$ cat src/design/fpba_pkg.sv
// Package for the fit-policy block allocator.
// Holds the transaction payload structs, the code constants and the controller/datapath interface.
// No dependencies.
`timescale 1ns / 1ps

package fpba_pkg;

    // item kinds
    localparam logic KIND_LOAD    = 1'b0;
    localparam logic KIND_REQUEST = 1'b1;

    // search policies (code 3 falls back to first fit)
    localparam logic [1:0] POL_FIRST = 2'd0;
    localparam logic [1:0] POL_BEST  = 2'd1;
    localparam logic [1:0] POL_WORST = 2'd2;

    // configuration register indexes
    localparam logic CFG_FIT_POLICY  = 1'b0;
    localparam logic CFG_BLOCK_COUNT = 1'b1;

    localparam int CFG_DATA_W = 5;

    typedef struct packed {
        logic        kind;
        logic [3:0]  block_index;
        logic [15:0] size;
    } in_item_t;

    typedef struct packed {
        logic       granted;
        logic [3:0] chosen_block;
        logic [7:0] request_number;
    } out_item_t;

    // controller -> datapath commands
    typedef struct packed {
        logic load;    // write an accepted load transaction into the table
        logic start;   // latch request size, clear the search
        logic scan;    // advance the search by one block
        logic commit;  // charge the chosen block, publish the result
    } dp_cmd_t;

    // datapath -> controller status
    typedef struct packed {
        logic scan_done;
        logic out_free;
    } dp_sts_t;

endpackage

$ cat src/design/fpba_ram.sv
// Generic single-write, single-read RAM with a registered read port.
// No dependencies.
`timescale 1ns / 1ps

module fpba_ram #(
    parameter int WIDTH = 16,
    parameter int DEPTH = 16
) (
    clk,
    we,
    waddr,
    wdata,
    raddr,
    rdata
);
    localparam int AW = (DEPTH > 1) ? $clog2(DEPTH) : 1;

    input  logic             clk;
    input  logic             we;
    input  logic [AW-1:0]    waddr;
    input  logic [WIDTH-1:0] wdata;
    input  logic [AW-1:0]    raddr;
    output logic [WIDTH-1:0] rdata;

    logic [WIDTH-1:0] mem [DEPTH];
    logic [WIDTH-1:0] rdata_reg;

    always_ff @(posedge clk)
    begin
        if (we)
        begin
            mem[waddr] <= wdata;
        end
        rdata_reg <= mem[raddr];
    end

    assign rdata = rdata_reg;

endmodule

$ cat src/design/fpba_dpath.sv
// Datapath of the fit-policy block allocator: config registers, free-size table,
// search pipeline, charge arithmetic and the output register.
// Depends on fpba_pkg and fpba_ram.
`timescale 1ns / 1ps

module fpba_dpath
    import fpba_pkg::*;
#(
    parameter int MAX_BLOCKS = 16,
    parameter int SIZE_WIDTH = 16
) (
    input  logic                  clk,
    input  logic                  rst_n,
    input  logic                  cfg_we,
    input  logic                  cfg_index,
    input  logic [CFG_DATA_W-1:0] cfg_data,
    input  in_item_t              in_item,
    input  dp_cmd_t               cmd,
    output dp_sts_t               sts,
    output logic                  out_valid,
    input  logic                  out_stall,
    output out_item_t             out_item
);
    localparam int AW = (MAX_BLOCKS > 1) ? $clog2(MAX_BLOCKS) : 1;
    localparam int CW = $clog2(MAX_BLOCKS + 1);
    localparam logic [CW-1:0] LIMIT_MAX = CW'(MAX_BLOCKS);

    logic [1:0]            fit_policy_reg;
    logic [CFG_DATA_W-1:0] block_count_reg;
    logic [7:0]            req_cnt_reg;

    logic [CW-1:0]         scan_idx_reg;
    logic                  rd_pend_reg;
    logic [AW-1:0]         rd_idx_reg;
    logic                  rd_vld_reg;
    logic [MAX_BLOCKS-1:0] vld_reg;

    logic                  found_reg;
    logic [AW-1:0]         best_idx_reg;
    logic [SIZE_WIDTH-1:0] best_size_reg;
    logic [SIZE_WIDTH-1:0] sz_reg;

    logic                  out_valid_reg;
    out_item_t             out_item_reg;

    logic [CW-1:0]         limit;
    logic                  issue;
    logic [AW-1:0]         scan_addr;
    logic [SIZE_WIDTH-1:0] ram_q;
    logic [SIZE_WIDTH-1:0] cand;
    logic                  fits;
    logic                  take;
    logic                  is_best;
    logic                  is_worst;
    logic [31:0]           size_ext;
    logic [31:0]           best_idx_ext;
    logic                  load_in_range;
    logic                  ram_we;
    logic [AW-1:0]         ram_waddr;
    logic [SIZE_WIDTH-1:0] ram_wdata;

    // count above the table size is clipped
    always_comb
    begin
        if (32'(block_count_reg) > MAX_BLOCKS)
        begin
            limit = LIMIT_MAX;
        end
        else
        begin
            limit = CW'(block_count_reg);
        end
    end

    assign size_ext      = {16'd0, in_item.size};
    assign issue         = cmd.scan && (scan_idx_reg < limit);
    assign scan_addr     = scan_idx_reg[AW-1:0];
    assign cand          = rd_vld_reg ? ram_q : '0;
    assign fits          = sz_reg <= cand;
    assign is_best       = fit_policy_reg == POL_BEST;
    assign is_worst      = fit_policy_reg == POL_WORST;
    assign take          = cmd.scan && rd_pend_reg && fits &&
                           (!found_reg || (is_best && cand < best_size_reg) ||
                            (is_worst && cand > best_size_reg));
    assign load_in_range = 32'(in_item.block_index) < MAX_BLOCKS;

    // one write port shared by loads and the charge
    assign ram_we    = (cmd.load && load_in_range) || (cmd.commit && found_reg);
    assign ram_waddr = cmd.commit ? best_idx_reg : AW'(32'(in_item.block_index));
    assign ram_wdata = cmd.commit ? (best_size_reg - sz_reg) : size_ext[SIZE_WIDTH-1:0];

    fpba_ram #(
        .WIDTH(SIZE_WIDTH),
        .DEPTH(MAX_BLOCKS)
    ) u_free_ram (
        .clk  (clk),
        .we   (ram_we),
        .waddr(ram_waddr),
        .wdata(ram_wdata),
        .raddr(scan_addr),
        .rdata(ram_q)
    );

    // control state
    always_ff @(posedge clk or negedge rst_n)
    begin
        if (!rst_n)
        begin
            fit_policy_reg  <= POL_FIRST;
            block_count_reg <= '0;
            req_cnt_reg     <= '0;
            scan_idx_reg    <= '0;
            rd_pend_reg     <= 1'b0;
            found_reg       <= 1'b0;
            vld_reg         <= '0;
            out_valid_reg   <= 1'b0;
        end
        else
        begin
            if (cfg_we)
            begin
                unique case (cfg_index)
                    CFG_FIT_POLICY:  fit_policy_reg  <= cfg_data[1:0];
                    CFG_BLOCK_COUNT: block_count_reg <= cfg_data;
                    default:         ;
                endcase
            end
            if (ram_we)
            begin
                vld_reg[ram_waddr] <= 1'b1;
            end
            if (cmd.start)
            begin
                scan_idx_reg <= '0;
                rd_pend_reg  <= 1'b0;
                found_reg    <= 1'b0;
            end
            else if (cmd.scan)
            begin
                rd_pend_reg <= issue;
                if (issue)
                begin
                    scan_idx_reg <= scan_idx_reg + CW'(1);
                end
                if (take)
                begin
                    found_reg <= 1'b1;
                end
            end
            if (cmd.commit)
            begin
                out_valid_reg <= 1'b1;
                req_cnt_reg   <= req_cnt_reg + 8'd1;
            end
            else if (!out_stall)
            begin
                out_valid_reg <= 1'b0;
            end
        end
    end

    assign best_idx_ext = 32'(best_idx_reg);

    // payload
    always_ff @(posedge clk)
    begin
        if (cmd.start)
        begin
            sz_reg <= size_ext[SIZE_WIDTH-1:0];
        end
        if (issue)
        begin
            rd_idx_reg <= scan_addr;
            rd_vld_reg <= vld_reg[scan_addr];
        end
        if (take)
        begin
            best_idx_reg  <= rd_idx_reg;
            best_size_reg <= cand;
        end
        if (cmd.commit)
        begin
            out_item_reg.granted        <= found_reg;
            out_item_reg.chosen_block   <= found_reg ? best_idx_ext[3:0] : 4'd0;
            out_item_reg.request_number <= req_cnt_reg;
        end
    end

    assign sts.scan_done = !rd_pend_reg && !(scan_idx_reg < limit);
    assign sts.out_free  = !out_valid_reg || !out_stall;
    assign out_valid     = out_valid_reg;
    assign out_item      = out_item_reg;

    a_charge_fits: assert property (@(posedge clk) disable iff (!rst_n)
        (cmd.commit && found_reg) |-> (best_size_reg >= sz_reg))
        else $error("charged block smaller than request");

    a_chosen_in_range: assert property (@(posedge clk) disable iff (!rst_n)
        (cmd.commit && found_reg) |-> (CW'(best_idx_reg) < limit))
        else $error("chosen block outside searched range");

    a_commit_publishes: assert property (@(posedge clk) disable iff (!rst_n)
        cmd.commit |=> out_valid_reg)
        else $error("commit did not load the output register");

endmodule

$ cat src/design/fpba_ctrl.sv
// Controller of the fit-policy block allocator: input handshake and search sequencing.
// Depends on fpba_pkg.
`timescale 1ns / 1ps

module fpba_ctrl
    import fpba_pkg::*;
(
    input  logic     clk,
    input  logic     rst_n,
    input  logic     in_valid,
    input  logic     in_kind,
    output logic     in_stall,
    input  dp_sts_t  sts,
    output dp_cmd_t  cmd
);
    typedef enum logic [1:0] {
        ST_IDLE,
        ST_SCAN,
        ST_FINISH
    } state_t;

    state_t state_reg;
    state_t state_next;
    logic   in_stall_reg;
    logic   accept;

    assign accept = in_valid && !in_stall_reg;

    always_comb
    begin
        state_next = state_reg;
        cmd        = '0;
        unique case (state_reg)
            ST_IDLE:
            begin
                if (accept)
                begin
                    if (in_kind == KIND_REQUEST)
                    begin
                        cmd.start  = 1'b1;
                        state_next = ST_SCAN;
                    end
                    else
                    begin
                        cmd.load = 1'b1;
                    end
                end
            end
            ST_SCAN:
            begin
                cmd.scan = 1'b1;
                if (sts.scan_done)
                begin
                    state_next = ST_FINISH;
                end
            end
            ST_FINISH:
            begin
                if (sts.out_free)
                begin
                    cmd.commit = 1'b1;
                    state_next = ST_IDLE;
                end
            end
            default:
            begin
                state_next = ST_IDLE;
            end
        endcase
    end

    always_ff @(posedge clk or negedge rst_n)
    begin
        if (!rst_n)
        begin
            state_reg    <= ST_IDLE;
            in_stall_reg <= 1'b0;
        end
        else
        begin
            state_reg    <= state_next;
            in_stall_reg <= state_next != ST_IDLE;
        end
    end

    assign in_stall = in_stall_reg;

    a_stall_tracks_state: assert property (@(posedge clk) disable iff (!rst_n)
        in_stall_reg == (state_reg != ST_IDLE))
        else $error("stall out of step with controller state");

    a_commit_returns_idle: assert property (@(posedge clk) disable iff (!rst_n)
        cmd.commit |=> (state_reg == ST_IDLE))
        else $error("controller did not return to idle after commit");

    a_scan_only_in_scan: assert property (@(posedge clk) disable iff (!rst_n)
        cmd.scan == (state_reg == ST_SCAN))
        else $error("scan command outside the scan state");

endmodule

$ cat src/design/fit_policy_block_allocator.sv
// Top level of the fit-policy block allocator.
// Depends on fpba_pkg, fpba_ctrl and fpba_dpath (which holds fpba_ram).
`timescale 1ns / 1ps

// Keeps a free-size table for up to MAX_BLOCKS memory blocks. A load transaction
// (kind 0) writes block_index's free size and gives no result; loads to a slot at or
// above MAX_BLOCKS are dropped. A request transaction (kind 1) scans blocks
// 0 .. min(block_count, MAX_BLOCKS)-1 for one whose free size covers the request:
// first fit takes the lowest index, best fit the smallest fitting block, worst fit the
// largest; ties go to the lowest index, and policy code 3 acts as first fit. The chosen
// block is charged the request size and one result goes out per request, carrying the
// grant, the block index (0 when refused) and an 8-bit wrapping request number.
// Timing: a load is taken as it arrives and the next transaction may follow at once.
// A request keeps the block busy through an accept step, a scan that reads one stored
// free size per block of N = min(block_count, MAX_BLOCKS) through the single read port
// of the free-size RAM, a step for the registered read of the last compare (when N > 0),
// a step to see the end of the scan and a charge step. The finished result sits in
// an output register, so the next transaction is taken while it waits; the charge waits
// only if that register is still full. After reset the table reads as all zero at once
// (per-entry valid bits), so there is no clearing pass. Configuration (cfg_index 0 fit_policy,
// 1 block_count) is to be written by the user only while idle; the block does not enforce it.

module fit_policy_block_allocator
    import fpba_pkg::*;
#(
    parameter int MAX_BLOCKS = 16,
    parameter int SIZE_WIDTH = 16
) (
    input  logic                  clk,
    input  logic                  rst_n,
    input  logic                  cfg_we,
    input  logic                  cfg_index,
    input  logic [CFG_DATA_W-1:0] cfg_data,
    input  logic                  in_valid,
    output logic                  in_stall,
    input  in_item_t              in_item,
    output logic                  out_valid,
    input  logic                  out_stall,
    output out_item_t             out_item
);
    dp_cmd_t cmd;
    dp_sts_t sts;

    fpba_ctrl u_ctrl (
        .clk     (clk),
        .rst_n   (rst_n),
        .in_valid(in_valid),
        .in_kind (in_item.kind),
        .in_stall(in_stall),
        .sts     (sts),
        .cmd     (cmd)
    );

    fpba_dpath #(
        .MAX_BLOCKS(MAX_BLOCKS),
        .SIZE_WIDTH(SIZE_WIDTH)
    ) u_dpath (
        .clk      (clk),
        .rst_n    (rst_n),
        .cfg_we   (cfg_we),
        .cfg_index(cfg_index),
        .cfg_data (cfg_data),
        .in_item  (in_item),
        .cmd      (cmd),
        .sts      (sts),
        .out_valid(out_valid),
        .out_stall(out_stall),
        .out_item (out_item)
    );

endmodule
$ cat config.mk
export PLATFORM = sky130hd
export DESIGN_NAME = fit_policy_block_allocator
export DESIGN_NICKNAME = d
export VERILOG_FILES = /design/src/design/fpba_pkg.sv /design/src/design/fpba_ram.sv /design/src/design/fpba_dpath.sv /design/src/design/fpba_ctrl.sv /design/src/design/fit_policy_block_allocator.sv
export SDC_FILE = /design/constraint.sdc
export NUM_CORES = 1
export LEC_CHECK = 0
export BUFFER_PORTS_ARGS = -buffer_cell sky130_fd_sc_hd__clkbuf_2
export CORE_ASPECT_RATIO = 1.5
export CORE_MARGIN = 2
export CORE_UTILIZATION = 36
export DETAILED_ROUTE_END_ITERATION = 10
export PLACE_DENSITY_LB_ADDON = 0.12
export SETUP_SLACK_MARGIN = 0.05
export SYNTH_ARGS = -nofsm -noshare
export SYNTH_HDL_FRONTEND = slang
export SYNTH_HIERARCHICAL = 1
export SYNTH_SLANG_ARGS = --single-unit
$ cat constraint.sdc
create_clock -name clk -period 5.4 [get_ports clk]
set_clock_uncertainty 0.1 [all_clocks]
set_input_delay 0 -clock clk [delete_from_list [all_inputs] [get_ports clk]]
set_output_delay 0 -clock clk [all_outputs]
set_load 0.05 [all_outputs]
# [Yosys cells after proc, flatten, opt, wreduce, memory -nomap -nowiden]
# Memory sizes are Yosys's and may differ from the RTL's. A register that Yosys moved wholly into a read port is not among the register bits.
# Index checks and enable logic that the tools add are counted.
[word_totals] register_bits=96 memories=1 ram_bits=256 in_bits=32 wordCells=98 out_inout_bits=15
[memory_table] name="u_dpath.u_free_ram.mem" words=16 word_bits=16 read_ports=1 rd_ports_with_merged_regs=1 wr=1 line_no="fpba_ram.sv:25" text="logic [WIDTH-1:0] mem [DEPTH];"
[op_classes] n_reduce_logical=29 n_mux=32 eq_ne=5 order_cmp=8 add_sub_neg=3 bitwise=2
[ops] operator="$mux 16" count=2
[ops] operator="$mux 5" count=4
[ops] operator="$gt 16x16->1" count=1
[ops] operator="$le 16x16->1" count=1
[ops] operator="$lt 16x16->1" count=1
[ops] operator="$mux 1" count=16
[ops] operator="$or 16x16->16" count=1
[ops] operator="$sub 16x16->16" count=1
[ops] operator="$mux 2" count=6
[ops] operator="$logic_and 1x1->1" count=10
[ops] operator="$lt 4x5->1 const B" count=2
[ops] operator="$add 8x1->8 const B" count=1
[ops] operator="$reduce_and 2->1" count=4
[ops] operator="$reduce_bool 2->1" count=4
[ops] operator="$logic_not 1->1" count=6
[ops] operator="$pmux 2 s3" count=1
[ops] operator="$add 5x1->5 const B" count=1
[ops] operator="$gt 5x5->1 const B" count=1
[ops] operator="$lt 5x5->1" count=1
[ops] operator="$bmux 1 s4" count=1
[ops] operator="$demux 1 s4" count=1
[ops] operator="$eq 2x1->1 const B" count=2
[ops] operator="$eq 2x2->1 const B" count=2
[ops] operator="$ge 4x1->1 const B" count=1
[ops] operator="5 further kinds" count=8

# [Longest topological paths before layout]
# Gate-level depths: netlist of run 1.
[depth] word_depth=10 mapped_depth=10

# [By module]
# The synthesis of run 1 kept the hierarchy.
[by_module_without_submodules] mod="fpba_ram" cells_per_inst=432 n_inst=1 area_each_um2=10042.1
[by_module_without_submodules] mod="fpba_dpath" cells_per_inst=491 n_inst=1 area_each_um2=5328.9
[by_module_without_submodules] mod="fpba_ctrl" cells_per_inst=15 n_inst=1 area_each_um2=171.4

# [Least setup slack after synthesis of run 1]
# OpenSTA, ideal clock, no wires.
[synth_path] path_type="register -> register" startpoint="register u_dpath.out_valid_reg, in the netlist u_dpath/out_valid" endpoint="memory u_dpath.u_free_ram.mem[0][0] (enable)" path_stages_with_launch=8 setup_ns=0.409 setup_slack_ns=1.470 path_buffers=1 t_arrival_ns=3.421 cell_sequence="dfrtp_1 > nand2_1 > and3b_2 > clkbuf_1 > mux2i_1 > inv_1 > or3b_2 > nor3_1"
[synth_lines] element="start: declaration" line_no="fpba_dpath.sv:43" text="logic out_valid_reg;"
[synth_lines] element="start signal: assignment" line_no="fpba_dpath.sv:116" text="out_valid_reg <= 1'b0;"
[synth_lines] element="start signal: assignment" line_no="fpba_dpath.sv:152" text="out_valid_reg <= 1'b1;"
[synth_lines] element="start signal: assignment" line_no="fpba_dpath.sv:157" text="out_valid_reg <= 1'b0;"
[synth_lines] element="end: declaration" line_no="fpba_ram.sv:25"

# [Worst setup path in the final report of run 1]
[layout_path] startpoint="register u_dpath.rd_vld_reg" endpoint="register u_dpath.best_idx_reg[1] (enable)"
[layout_via] elab_chain_cells=6
[layout_rtl] element="start: declaration" line_no="fpba_dpath.sv:35" text="logic rd_vld_reg;"
[layout_rtl] element="start signal: assignment" line_no="fpba_dpath.sv:174" text="rd_vld_reg <= vld_reg[scan_addr];"
[layout_rtl] element="$mux 16 *" line_no="fpba_dpath.sv:78" text="assign cand = rd_vld_reg ? ram_q : '0;"
[layout_rtl] element="$lt 16x16->1" line_no="fpba_dpath.sv:83" text="(!found_reg || (is_best && cand < best_size_reg) ||"
[layout_rtl] element="$logic_and 1x1->1" line_no="fpba_dpath.sv:83"
[layout_rtl] element="$logic_or 1x1->1 (2 in series)" line_no="fpba_dpath.sv:83"
[layout_rtl] element="$logic_and 1x1->1 *" line_no="fpba_dpath.sv:82" text="assign take = cmd.scan && rd_pend_reg && fits &&"
[layout_rtl] element="via u_dpath.take" line_no="fpba_dpath.sv:52" text="logic take;"
[layout_rtl] element="end signal: assignment" line_no="fpba_dpath.sv:178" text="best_idx_reg <= rd_idx_reg;"
[layout_rtl] element="end: declaration" line_no="fpba_dpath.sv:39" text="logic [AW-1:0] best_idx_reg;"
# The timed path passes the listed nets; every way through them passes the cells marked *.
# A chain may end at the register's enable or synchronous reset.

==> results of run 1 <==
[cells by family after synthesis]
kind of cell    Yosys count  synth area share
xor+xnor                 16           0.00902
fa+ha+maj                54            0.0440
mux                      87             0.115
flops                   368             0.687
buf+inv                  88            0.0243
compound gates          137            0.0609
simple gates            188            0.0597
[worst reg2reg max path, cell delays in order (launching register included)]
cell,delay [ns]
edfxtp_1,0.74
nand2_1,0.17
ha_1,0.36
nand2_1,0.11
nor4_1,0.57
and3_1,0.29
a31oi_1,0.08
a21oi_2,0.48
buf_4,0.33
[layer usage]
metal	vias up	wire, µm	share of wire
met5	-	0	0
met4	0	699	0.019
met1	4365	15100	0.40
met2	98	20900	0.56
li1	3911	-	-
met3	46	772	0.021
[power by group through the flow]
stage / Sequential [mW] / Clock, mW / Combinational [mW]
2_1_floorplan: 3.76 / 0 / 1.70
6_report: 3.84 / 2.61 / 2.28
4_1_cts: 3.85 / 2.69 / 2.32
3_3_place_gp: 3.92 / 0 / 2.28
5_1_grt: 3.89 / 2.79 / 2.51
3_5_place_dp: 3.91 / 0 / 2.29
[per-stage QoR]
stage / instances / worst slack (ns) / util / cell area, µm²
finish: 1657 / 1.88 / 0.425 / 18200
detailed placement: 1557 / 1.77 / 0.388 / 16600
CTS: 1657 / 1.73 / 0.425 / 18200
floorplan: 938 / 1.47 / - / 15500
global placement: 1557 / 1.81 / 0.388 / 16600
global route: 1657 / 1.55 / 0.425 / 18200
[cell type report]
type	count	share of cell area
timing repair buffer	112	0.0446
clock inverter	18	0.0101
tap	570	0.0392
sequential	368	0.587
multi-input combinational	482	0.250
inverter	60	0.0124
clock buffer	47	0.0574
[worst paths after layout]
| check | endpoint | slack [ns] |
|---|---|---|
| max | u_dpath/best_idx_reg[1]$_DFFE_PP_ | 1.88 |
| min | u_dpath/block_count_reg[3]$_DFFE_PN0P_ | -0.003 |
| max reg2reg | u_dpath/best_idx_reg[1]$_DFFE_PP_ | 1.88 |
| min reg2reg | u_dpath/best_idx_reg[2]$_DFFE_PP_ | 0.32 |
| max in group asynchronous | u_dpath/scan_idx_reg[0]$_DFFE_PN0P_ | 4.76 |
| min in group clk | u_dpath/vld_reg[11]$_DFFE_PN0P_ | 0.06 |
[repair_timing]
item / CTS / global route
endpoints found under the hold margin: 152 / 0
buffers inserted: 0 / 0
resized for setup: 0 / 0
hold buffers: 35 / 0
[cells in the final DEF (no fill, tap or decap), drive strengths merged, types with 18 or more instances in the layout]
cell type | netlist | layout
ha | 53 | 53
clkbuf | 12 | 93
dfrtp | 42 | 42
a21oi | 31 | 31
a22oi | 33 | 33
buf | 16 | 31
inv | 60 | 61
nand2 | 61 | 61
mux4 | 69 | 69
nor3 | 21 | 21
edfxtp | 310 | 310
dlygate4sd3 | 0 | 35
a21o | 18 | 18
nor2 | 42 | 42
==> metrics.md, run 1 <==
| Metric | Value |
|---|---|
| Outcome | complete, but fails checks |
| Failing checks | negative hold slack |
| TritonCTS buffer count | 37 |
| Core ar. | 42800 µm² |
| Setup TNS | 0 ns |
| Sw frac | 0.304 |
| Mapped Cells | 938 |
| Root buf cell | clkbuf_16 |
| Antenna cells | 0 |
| Seq cells post-synth | between 300 and 400 |
| Largest fanout on the critical path | 16 |
| Internal | 6.08 mW |
| Multi-input logic area | 4550 µm² |
| # nets final | 1147 |
| Post-synth top area cell | edfxtp_1 |
| DR pass1 iterations | 8 |
| Vias in the first global route | roughly 9000 |
| RSZ-0062 raised after global routing | false |
| Worst path depth | 8 |
| Final setup viols | 0 |
| Number of flops mapped to enable cells by yosys | 310 |
| Met2 usage | 0.328 |
| Reg2reg start | u_dpath/rd_vld_reg$_DFFE_PP_ |
| Clk network pwr share | 0.299 |
| DRT iter0 DRCs | 516 |
| RePlAce Congestion | 0.781 |
| CTS tree | yes |
| NetSw | approximately 2.7 mW |
| Met1 usage | 0.201 |
| Max FFs per register | 256 |
| Power share of the sequential group | 0.440 |
| Slew headroom | 0.237 |
| Reg2reg path depth | 8 |
| Fin. max-slew vios | 0 |
| Yosys warning count | 6 |
| Fin crit period | ~3.5 ns |
| Chip height | between 200 and 300 µm |
| Leakage | about 6.7 nW |
| Slew @ Worst Pin | approximately 1.1 ns |
| Critical-path cell list | nand2_1, ha_1, nand2_1, nor4_1, and3_1, a31oi_1, a21oi_2, buf_4 |
| Wire per inst | 22.7 µm |
| Most Used Layer, Global Route | met2 |
| HP Class | primary input to async pin |
| Arr. time, crit path | 3.64 ns |
| Initial core utilization | 0.363 |
| Drt total wl | 37.5 mm |
| Sequential area share after synthesis | 0.687 |
| # Max-Cap Violations | 0 |
| CP required | 5.52 ns |
| Total track usage | 0.170 |
| Combinational share of power | 0.261 |
| Area contributors post-synth | edfxtp_1, mux4_2, dfrtp_1 |
| Layout cells sized above 1 | 0.213 |
| Syn_nets | 1024 |
| CTS sink cnt | 368 |
| Post-synth top area share | 0.599 |
| CP Capture Type | flip-flop |
| Final Power | a little under 9 mW |
| Hold_ws | -0.00304 ns |
| Largest Register | u_dpath/u_free_ram/mem |
| Initial antenna violation count | 0 |
| Port Buf Inserts | between 40 and 50 |
| Met3 usage | 0.0191 |
| Area grow syn2layout | 17.2% |
| PD cells | 479 nW/µm² |
| Vias per cell | slightly above 5 |
| Count leader, synth | edfxtp_1 |
| Synth cell types | 61 |
| Cell family with most CP delay | simple AND/OR/NAND/NOR gates |
| Top cells by count, synth | edfxtp_1, nand2_1, inv_1 |
| Largest net degree at the start of global routing | between 40 and 50 |
| Syn Std Cell Area | roughly 16000 µm² |
| Ports | 47 |
| VDD IR-drop max | 0.000221 V |
| Clk Latency, worst-skew pair | 0.54 ns |
| CP Launch Point | u_dpath/rd_vld_reg$_DFFE_PP_ |
| Async set or reset register ratio after synthesis | 0.114 |
| Mean post-synth cell area | 16.6 µm² |
| First-pass GRT wire length | 56.5 mm |
| Detailed Place HPWL | 24.1 mm |
| FP Rows | 93 |
| Synth Flop Type | edfxtp_1 |
| Die area | between 40000 and 50000 µm² |
| Final Hold Violating Endpoints | 4 |
| Highest Clock Rate | 284 MHz |
| Critical path class | flip-flop to flip-flop |
| Startpoint types | flip-flop |
| Bufs on Longest Clock Path | 3 |
| FILL cells | 3896 |
| DR vias | 8420 |
| H-tree depth | 2 |
| Crit-path slowest cell | edfxtp_1 |
| CP most frequent cell | nand2_1 |
| CP max stage delay | around 0.74 ns |
| Global route total overflow | 0 |
| Antenna-violating nets left | 0 |
| Clk slew on worst S/H paths | around 0.060 ns |
| # DRC | 0 |
| Seq. cell area | between 10000 and 15000 µm² |
| Fin crit share | 0.653 |
| Crit path buffers/inverters | 1 |
| Die width | 174 µm |
Note: power is estimated with default switching activity, not from simulation.
==> run 2, diff against run 1 <==
Settings changed: ABC_AREA set to 1.
Clock period 5.4 ns to 3.2 ns, I/O delays scaled along.
==> run 2 against run 1 <==
  * The flow now finishes without violations
  * Fmax is 27% higher
  * Routed wire length is 24% higher
  * Combinational power rose by 120%
  * Flip-flop and latch count unchanged
  * Register-to-register slack worse by 1.5 ns
  * Die area grew 9.4%
  * Sequential power is 61% higher
  * Critical path type unchanged
==> metrics.md, run 2 <==
| Metric | Value |
|---|---|
| FP Rows | 97 (+4.3%) |
| Largest fanout on the critical path | 14 (-2) |
| Clk Latency, worst-skew pair | 0.55 ns (about the same) |
| # DRC | 0 (unchanged) |
| Root buf cell | clkbuf_16 |
| Max FFs per register | 256 (unchanged) |
| CTS tree | yes |
| Crit-path slowest cell | edfxtp_1 |
| Fin crit share | 0.870 (+0.217) |
| Synth cell types | 41 (-33%) |
| FILL cells | 4498 (+15%) |
| Area grow syn2layout | 17.0% |
| Bufs on Longest Clock Path | 3 (unchanged) |
| Fin. max-slew vios | 0 (unchanged) |
| Power share of the sequential group | 0.392 (-0.048) |
| HP Class | primary input to flip-flop |
| Most common cell after layout, fill and taps aside | nand2_1 |
| Ports | 47 (unchanged) |
| CP max stage delay | 0.35 ns (-0.39 ns) |
| DR vias | 11900 (+41%) |
| H-tree depth | 2 (unchanged) |
| Initial antenna violation count | 0 (unchanged) |
| Vias per cell | 4.81 (-5.3%) |
| Total track usage | 0.189 (+0.0190) |
| Sw frac | 0.362 (+0.0582) |
| Mean post-synth cell area | 9.90 µm² (-40%) |
| Yosys warning count | 6 (unchanged) |
| Die area | 49100 µm² (+9.4%) |
| Detailed Place HPWL | 30.4 mm (+26%) |
| Largest net degree at the start of global routing | 126 (+190%) |
| Final setup margin | 0.417 ns (-1.46 ns) |
| Synth Flop Type | edfxtp_1 |
| Core ar. | 46700 µm² (+9.1%) |
| Sequential area share after synthesis | 0.627 (-0.0599) |
| Final setup viols | 0 (unchanged) |
| End point of the critical path | u_dpath/best_size_reg[4]$_DFFE_PP_ |
| Commonest cells after routing, fill and taps aside | nand2_1, edfxtp_1, inv_1, nand3_1, ha_1 |
| Clk network pwr share | 0.286 (-0.013) |
| Multi-input logic area | 4890 µm² (+7.6%) |
| Post-synth top area cell | edfxtp_1 |
| RSZ-0062 raised after global routing | false |
| Post-place setup slack | 0.140 ns (-1.63 ns) |
| Slew headroom | 0.479 (+0.242) |
| CP most frequent cell | nand2_1 |
| Internal | 10.1 mW (+66%) |
| Seq cells post-synth | 368 (unchanged) |
| Top cells by count, synth | nand2_1, edfxtp_1, inv_1 |
| Port Buf Inserts | 46 (unchanged) |
| Highest Clock Rate | 359 MHz (+27%) |
| Reg2reg path depth | 14 (+6) |
| R2R Setup Slk | 0.42 ns (-1.46 ns) |
| # nets final | 1932 (+68%) |
| Critical-path cell list | buf_4, buf_4, nand2_1, inv_1, ha_1, nand2_1, nor2_1, nand2_1, nand2_1, nand2_1, a21oi_1, nor2_1, nor2_2, buf_4 |
| Reg2reg start | u_dpath/rd_vld_reg$_DFFE_PP_ |
| CP Capture Type | flip-flop |
| Area contributors post-synth | edfxtp_1, nand2_1, nand3_1 |
| TritonCTS buffer count | 40 (+8.1%) |
| Fin crit period | 2.78 ns (-0.742 ns) |
| Final Util | 0.426 (+0.000841) |
| Syn Std Cell Area | 17000 µm² (+9.5%) |
| Clk slew on worst S/H paths | 0.06 ns (about the same) |
| CP required | 3.33 ns (-2.19 ns) |
| Slew @ Worst Pin | 0.779 ns (-0.360 ns) |
| Wire per inst | 18.8 µm (-17%) |
| Initial core utilization | 0.364 (+0.00142) |
| Outcome | completed |
| Combinational share of power | 0.322 (+0.061) |
| VDD IR-drop max | 0.000480 V (+120%) |
| Number of flops mapped to enable cells by yosys | 310 (unchanged) |
| PD cells | 794 nW/µm² (+66%) |
| Worst path depth | 14 (+6) |
| # Max-Cap Violations | 0 (unchanged) |
| Critical path class | flip-flop to flip-flop |
| Antenna cells | 0 (unchanged) |
| Syn_nets | 1806 (+76%) |
| Largest Register | u_dpath/u_free_ram/mem |
| Post-synth top area share | 0.547 (-0.0522) |
| DR pass1 iterations | 5 (-3) |
| Count leader, synth | nand2_1 |
| Arr. time, crit path | 2.91 ns (-0.73 ns) |
| Global route total overflow | 0 (unchanged) |
| DRT iter0 DRCs | 756 (+47%) |
| RePlAce Congestion | 0.842 (+7.7%) |
| CP Launch Point | u_dpath/rd_vld_reg$_DFFE_PP_ |
| Leakage | 8.86 nW (+33%) |
| Antenna-violating nets left | 0 (unchanged) |
| Layout cells sized above 1 | 0.109 (-0.104) |
| Crit path buffers/inverters | 4 (+3) |
| NetSw | 5.73 mW (+120%) |
| Seq. cell area | 10700 µm² (about the same) |
| Cell family with most CP delay | simple AND/OR/NAND/NOR gates |
| Drt total wl | 46.4 mm (+24%) |
| R2r endpoint | u_dpath/best_size_reg[4]$_DFFE_PP_ |
| Startpoint types | flip-flop |
| First-pass GRT wire length | 69.7 mm (+24%) |
| Mapped Cells | 1720 (+83%) |
| Async set or reset register ratio after synthesis | 0.114 (unchanged) |
| Chip height | 270 µm (+4.6%) |
| Die width | 182 µm (+4.6%) |
| Setup TNS | 0 ns (unchanged) |
| Final Hold Violating Endpoints | 0 (-4) |
| CTS sink cnt | 368 (unchanged) |
| Vias in the first global route | 11900 (+32%) |
[run 2: changes by cell type in the layout (fill, tap and decap cells not counted), sizes merged, moves of 17 or more]
cell,before,now
o21ai,14,41
nand3,6,231
nand2,61,500
nor3,21,4
mux4,69,0
a22oi,33,0
buf,31,58
inv,61,310
[run 2: worst min path at each step]
stage	startpoint	cells past startpoint	end	slack, ns
after floorplan	rst_n	0	u_ctrl/in_stall$_DFF_PN0_	-0.40
after CTS	in_valid	8	u_dpath/vld_reg[6]$_DFFE_PN0P_	0.05
after global routing	in_item[9]	2	u_dpath/sz_reg[9]$_DFFE_PP_	0.1
after global placement	rst_n	1	u_dpath/req_cnt_reg[4]$_DFFE_PN0P_	0.02
final	in_valid	7	u_dpath/found_reg$_DFFE_PN0P_	0.07
after detailed placement	rst_n	1	u_dpath/req_cnt_reg[4]$_DFFE_PN0P_	0.03
[run 2: worst register-to-register path: stages, from the launching register on]
cell,delay (ns)
edfxtp_1,0.35
buf_4,0.19
buf_4,0.16
nand2_1,0.11
inv_1,0.08
ha_1,0.29
nand2_1,0.08
nor2_1,0.14
nand2_1,0.08
nand2_1,0.20
nand2_1,0.11
a21oi_1,0.14
nor2_1,0.07
nor2_2,0.10
buf_4,0.26
[run 2: cells by family after synthesis]
kind of cell	Yosys count	synth area share
xor+xnor	12	0.00617
mux	2	0.00132
flops	368	0.627
fa+ha+maj	54	0.0401
simple gates	812	0.202
buf+inv	368	0.0886
compound gates	104	0.0349
[run 2: final cells by class]
class / instances / area share
tap: 594 / 0.0373
clock buffer: 55 / 0.0583
sequential: 368 / 0.537
clock inverter: 16 / 0.00540
timing repair buffer: 144 / 0.0586
inverter: 308 / 0.0582
multi-input combinational: 984 / 0.246
[run 2: stage by stage]
stage	instance area (µm²)	instances	total power [mW]	hold slack (ns)
after floorplan	17100	1720	9.64	-0.396
after global placement	18200	2354	11.3	0.0240
after detailed placement	18200	2354	11.4	0.0297
after CTS	19900	2466	16.0	0.0542
after global routing	19900	2469	16.8	0.0997
final	19900	2469	15.8	0.0686
[run 2: repair_timing]
action                     in CTS  in global routing
setup endpoints to repair       0                 14
hold buffers                   41                  0
buffers inserted                0                  3
hold endpoints to repair      164                  0
gates resized for setup         0                  0
[run 2: metal layers]
layer,share of wire,track usage,wire (µm)
met1,0.40,0.218,18700
met2,0.53,0.353,24600
met3,0.033,0.0244,1510
met4,0.034,0.0700,1600
met5,0,0,0
[run 2: power groups by stage]
stage / combinational, mW / clock, mW / sequential, mW
2_1_floorplan: 3.38 / 0 / 6.26
3_3_place_gp: 5.01 / 0 / 6.34
3_5_place_dp: 5.03 / 0 / 6.34
4_1_cts: 5.10 / 4.65 / 6.25
5_1_grt: 5.71 / 4.82 / 6.25
6_report: 5.08 / 4.52 / 6.20
==> run 3, diff against run 2 <==
Settings changed: ABC_AREA 1 to not set, PLACE_DENSITY set to 0.59, PLACE_DENSITY_LB_ADDON 0.12 to not set.
==> run 3 against run 2 <==
  * Critical path depth shrank 5
  * Fmax down 3.5%
  * Largest power group unchanged
  * Register-to-register slack got worse by 0.10 ns
  * Sequential power rose by 3%
  * Total power shrank 7.7%
  * Combinational power is 20% lower
  * Clock power is 7.3% lower
  * Critical path type unchanged
  * Non-clock buffer count shrank 11
  * Cell area is 7.5% lower
  * Largest cell class unchanged
==> metrics.md, run 3 (synthesized netlist as in run 1, its figures left out) <==
| Metric | Value |
|---|---|
| DR pass1 iterations | 5 (unchanged) |
| Antenna-violating nets left | 0 (unchanged) |
| Post-CTS Resized | 0 (unchanged) |
| Final setup viols | 0 (unchanged) |
| Outcome | completed |
| Port Buf Inserts | 46 (unchanged) |
| Clk Latency, worst-skew pair | 0.55 ns (about the same) |
| Finished Cell Area | 18400 µm² (-7.5%) |
| Final Hold Violating Endpoints | 0 (unchanged) |
| Commonest cells after routing, fill and taps aside | edfxtp_1, nand2_1, inv_1, mux4_2, ha_1 |
| Die width | 174 µm (-4.4%) |
| CP required | 3.48 ns (+0.15 ns) |
| DRT iter0 DRCs | 656 (-13%) |
| TritonCTS buffer count | 35 (-13%) |
| Root buf cell | clkbuf_16 |
| Total track usage | 0.162 (-0.0272) |
| Fin crit period | 2.89 ns (+0.102 ns) |
| Ports | 47 (unchanged) |
| PD cells | 792 nW/µm² (-0.21%) |
| DR vias | 8650 (-27%) |
| Layout cells sized above 1 | 0.227 (+0.118) |
| FILL cells | 3841 (-15%) |
| Area grow syn2layout | 18.5% |
| # nets final | 1166 (-40%) |
| Wire per inst | 21.1 µm (+12%) |
| Critical path class | flip-flop to flip-flop |
| Arr. time, crit path | 3.16 ns (+0.25 ns) |
| CP max stage delay | 0.44 ns (+0.09 ns) |
| Leakage | 6.78 nW (-24%) |
| Global route total overflow | 0 (unchanged) |
| HP Start | in_item[18] |
| Core ar. | 42800 µm² (-8.4%) |
| Highest Clock Rate | 347 MHz (-3.5%) |
| Die area | 44900 µm² (-8.6%) |
| Chip height | 258 µm (-4.4%) |
| Largest fanout on the critical path | 16 (+2) |
| CTS tree | yes |
| First-pass GRT wire length | 54.4 mm (-22%) |
| Most common cell after layout, fill and taps aside | edfxtp_1 |
| Vias per cell | 5.16 (+7.3%) |
| RePlAce Congestion | 0.811 (-3.7%) |
| Cell Area, Placed | 16900 µm² (-7.4%) |
| Detailed Place HPWL | 23.2 mm (-24%) |
| Slew @ Worst Pin | 0.727 ns (-0.0526 ns) |
| Slew headroom | 0.514 (+0.0347) |
| Reg2reg start | u_dpath/sz_reg[0]$_DFFE_PP_ |
| Bufs on Longest Clock Path | 3 (unchanged) |
| # Max-Cap Violations | 0 (unchanged) |
| CTS sink cnt | 368 (unchanged) |
| Largest Register | u_dpath/u_free_ram/mem |
| Clk slew on worst S/H paths | 0.06 ns (about the same) |
| Startpoint types | flip-flop |
| Initial core utilization | 0.363 (-0.00142) |
| # DRC | 0 (unchanged) |
| CP Capture Type | flip-flop |
| Largest net degree at the start of global routing | 66 (-48%) |
| Final Util | 0.430 (+0.00398) |
| Drt total wl | 35.4 mm (-24%) |
| Setup TNS | 0 ns (unchanged) |
| Fin. max-slew vios | 0 (unchanged) |
| Initial antenna violation count | 0 (unchanged) |
| H-tree depth | 2 (unchanged) |
| FP Rows | 93 (-4.1%) |
| CP Launch Point | u_dpath/sz_reg[0]$_DFFE_PP_ |
| Crit-path slowest cell | fa_1 |
| HP Class | primary input to flip-flop |
| Vias in the first global route | 9296 (-22%) |
| Fin crit share | 0.902 (+0.0319) |
| Critical-path cell list | ha_1, fa_1, nor2b_4, o31a_1, o31ai_4, a21oi_1, nand3_1, o311ai_1, buf_4 |
| VDD IR-drop max | 0.000357 V (-26%) |
| RSZ-0062 raised after global routing | false |
| Antenna cells | 0 (unchanged) |
| Max FFs per register | 256 (unchanged) |
-- run 3: cell types whose count changed in the layout (fill, tap and decap cells not counted), sizes merged, moves of 10 or more --
cell	before	now
mux2	2	12
o21ai	41	14
nand3	231	6
mux4	0	69
a21o	2	18
nor3	4	21
nor2	55	42
inv	310	65
nand2	500	61
a22oi	0	33
a21oi	42	31
clkbuf	101	85
-- run 3: repair_timing --
item                                    4_1_cts  5_1_grt
buffers inserted                              2        0
endpoints found under the setup margin       20        0
endpoints found under the hold margin       237        0
hold buffers                                 38        0
-- run 3: metrics by stage --
stage	cells	hold WS (ns)	power [mW]	setup WS (ns)
after floorplan	938	-0.396	9.22	0.0797
after global placement	1573	0.0136	10.4	0.0154
after detailed placement	1573	0.0261	10.5	0.0408
after CTS	1675	0.0213	14.8	0.305
after global routing	1675	0.0700	15.3	0.103
final	1675	0.0181	14.6	0.315
-- run 3: cell type report --
type / count / area [µm²] / area share
Clock inverter: 23 / 254 / 0.0138
Timing Repair Buffer: 133 / 1080 / 0.0585
Tap cell: 570 / 713 / 0.0387
Inverter: 60 / 225 / 0.0122
Sequential cell: 368 / 10700 / 0.580
Clock buffer: 39 / 901 / 0.0489
Multi-Input combinational cell: 482 / 4560 / 0.248
-- run 3: power breakdown --
group	leakage, nW	internal (mW)	switching (mW)
registers	3.47	5.94	0.419
logic	2.75	1.81	2.23
clock network	0.559	2.33	1.86
total	6.78	10.1	4.51
-- run 3: metal layers --
| layer | part of all wire | track usage | vias up | routed length, µm |
|---|---|---|---|---|
| li1 | - | - | 3955 | - |
| met1 | 0.37 | 0.173 | 4448 | 13100 |
| met2 | 0.56 | 0.314 | 165 | 19800 |
| met3 | 0.030 | 0.0210 | 82 | 1070 |
| met4 | 0.041 | 0.0740 | 0 | 1450 |
| met5 | 0 | 0 | - | 0 |
-- run 3: final timing paths --
kind / to / slack [ns] / depth (start not counted)
worst max-delay path: u_dpath/u_free_ram/mem[5][14]$_DFFE_PP_ / 0.31 / 9
worst min-delay path: u_dpath/vld_reg[5]$_DFFE_PN0P_ / 0.02 / 4
worst max register to register: u_dpath/u_free_ram/mem[5][14]$_DFFE_PP_ / 0.31 / 9
worst min register to register: u_dpath/best_idx_reg[0]$_DFFE_PP_ / 0.32 / 0
max in group asynchronous: u_dpath/scan_idx_reg[0]$_DFFE_PN0P_ / 1.02 / 4
min in group asynchronous: u_dpath/vld_reg[4]$_DFFE_PN0P_ / 0.40 / 3
-- run 3: critical path: cells and delay by family, from the launching register on --
family / cells / cell delay, ns
compound gates: 4 / 1.01
fa+ha+maj: 2 / 0.66
buf+inv: 1 / 0.28
flops: 1 / 0.40
simple gates: 2 / 0.26
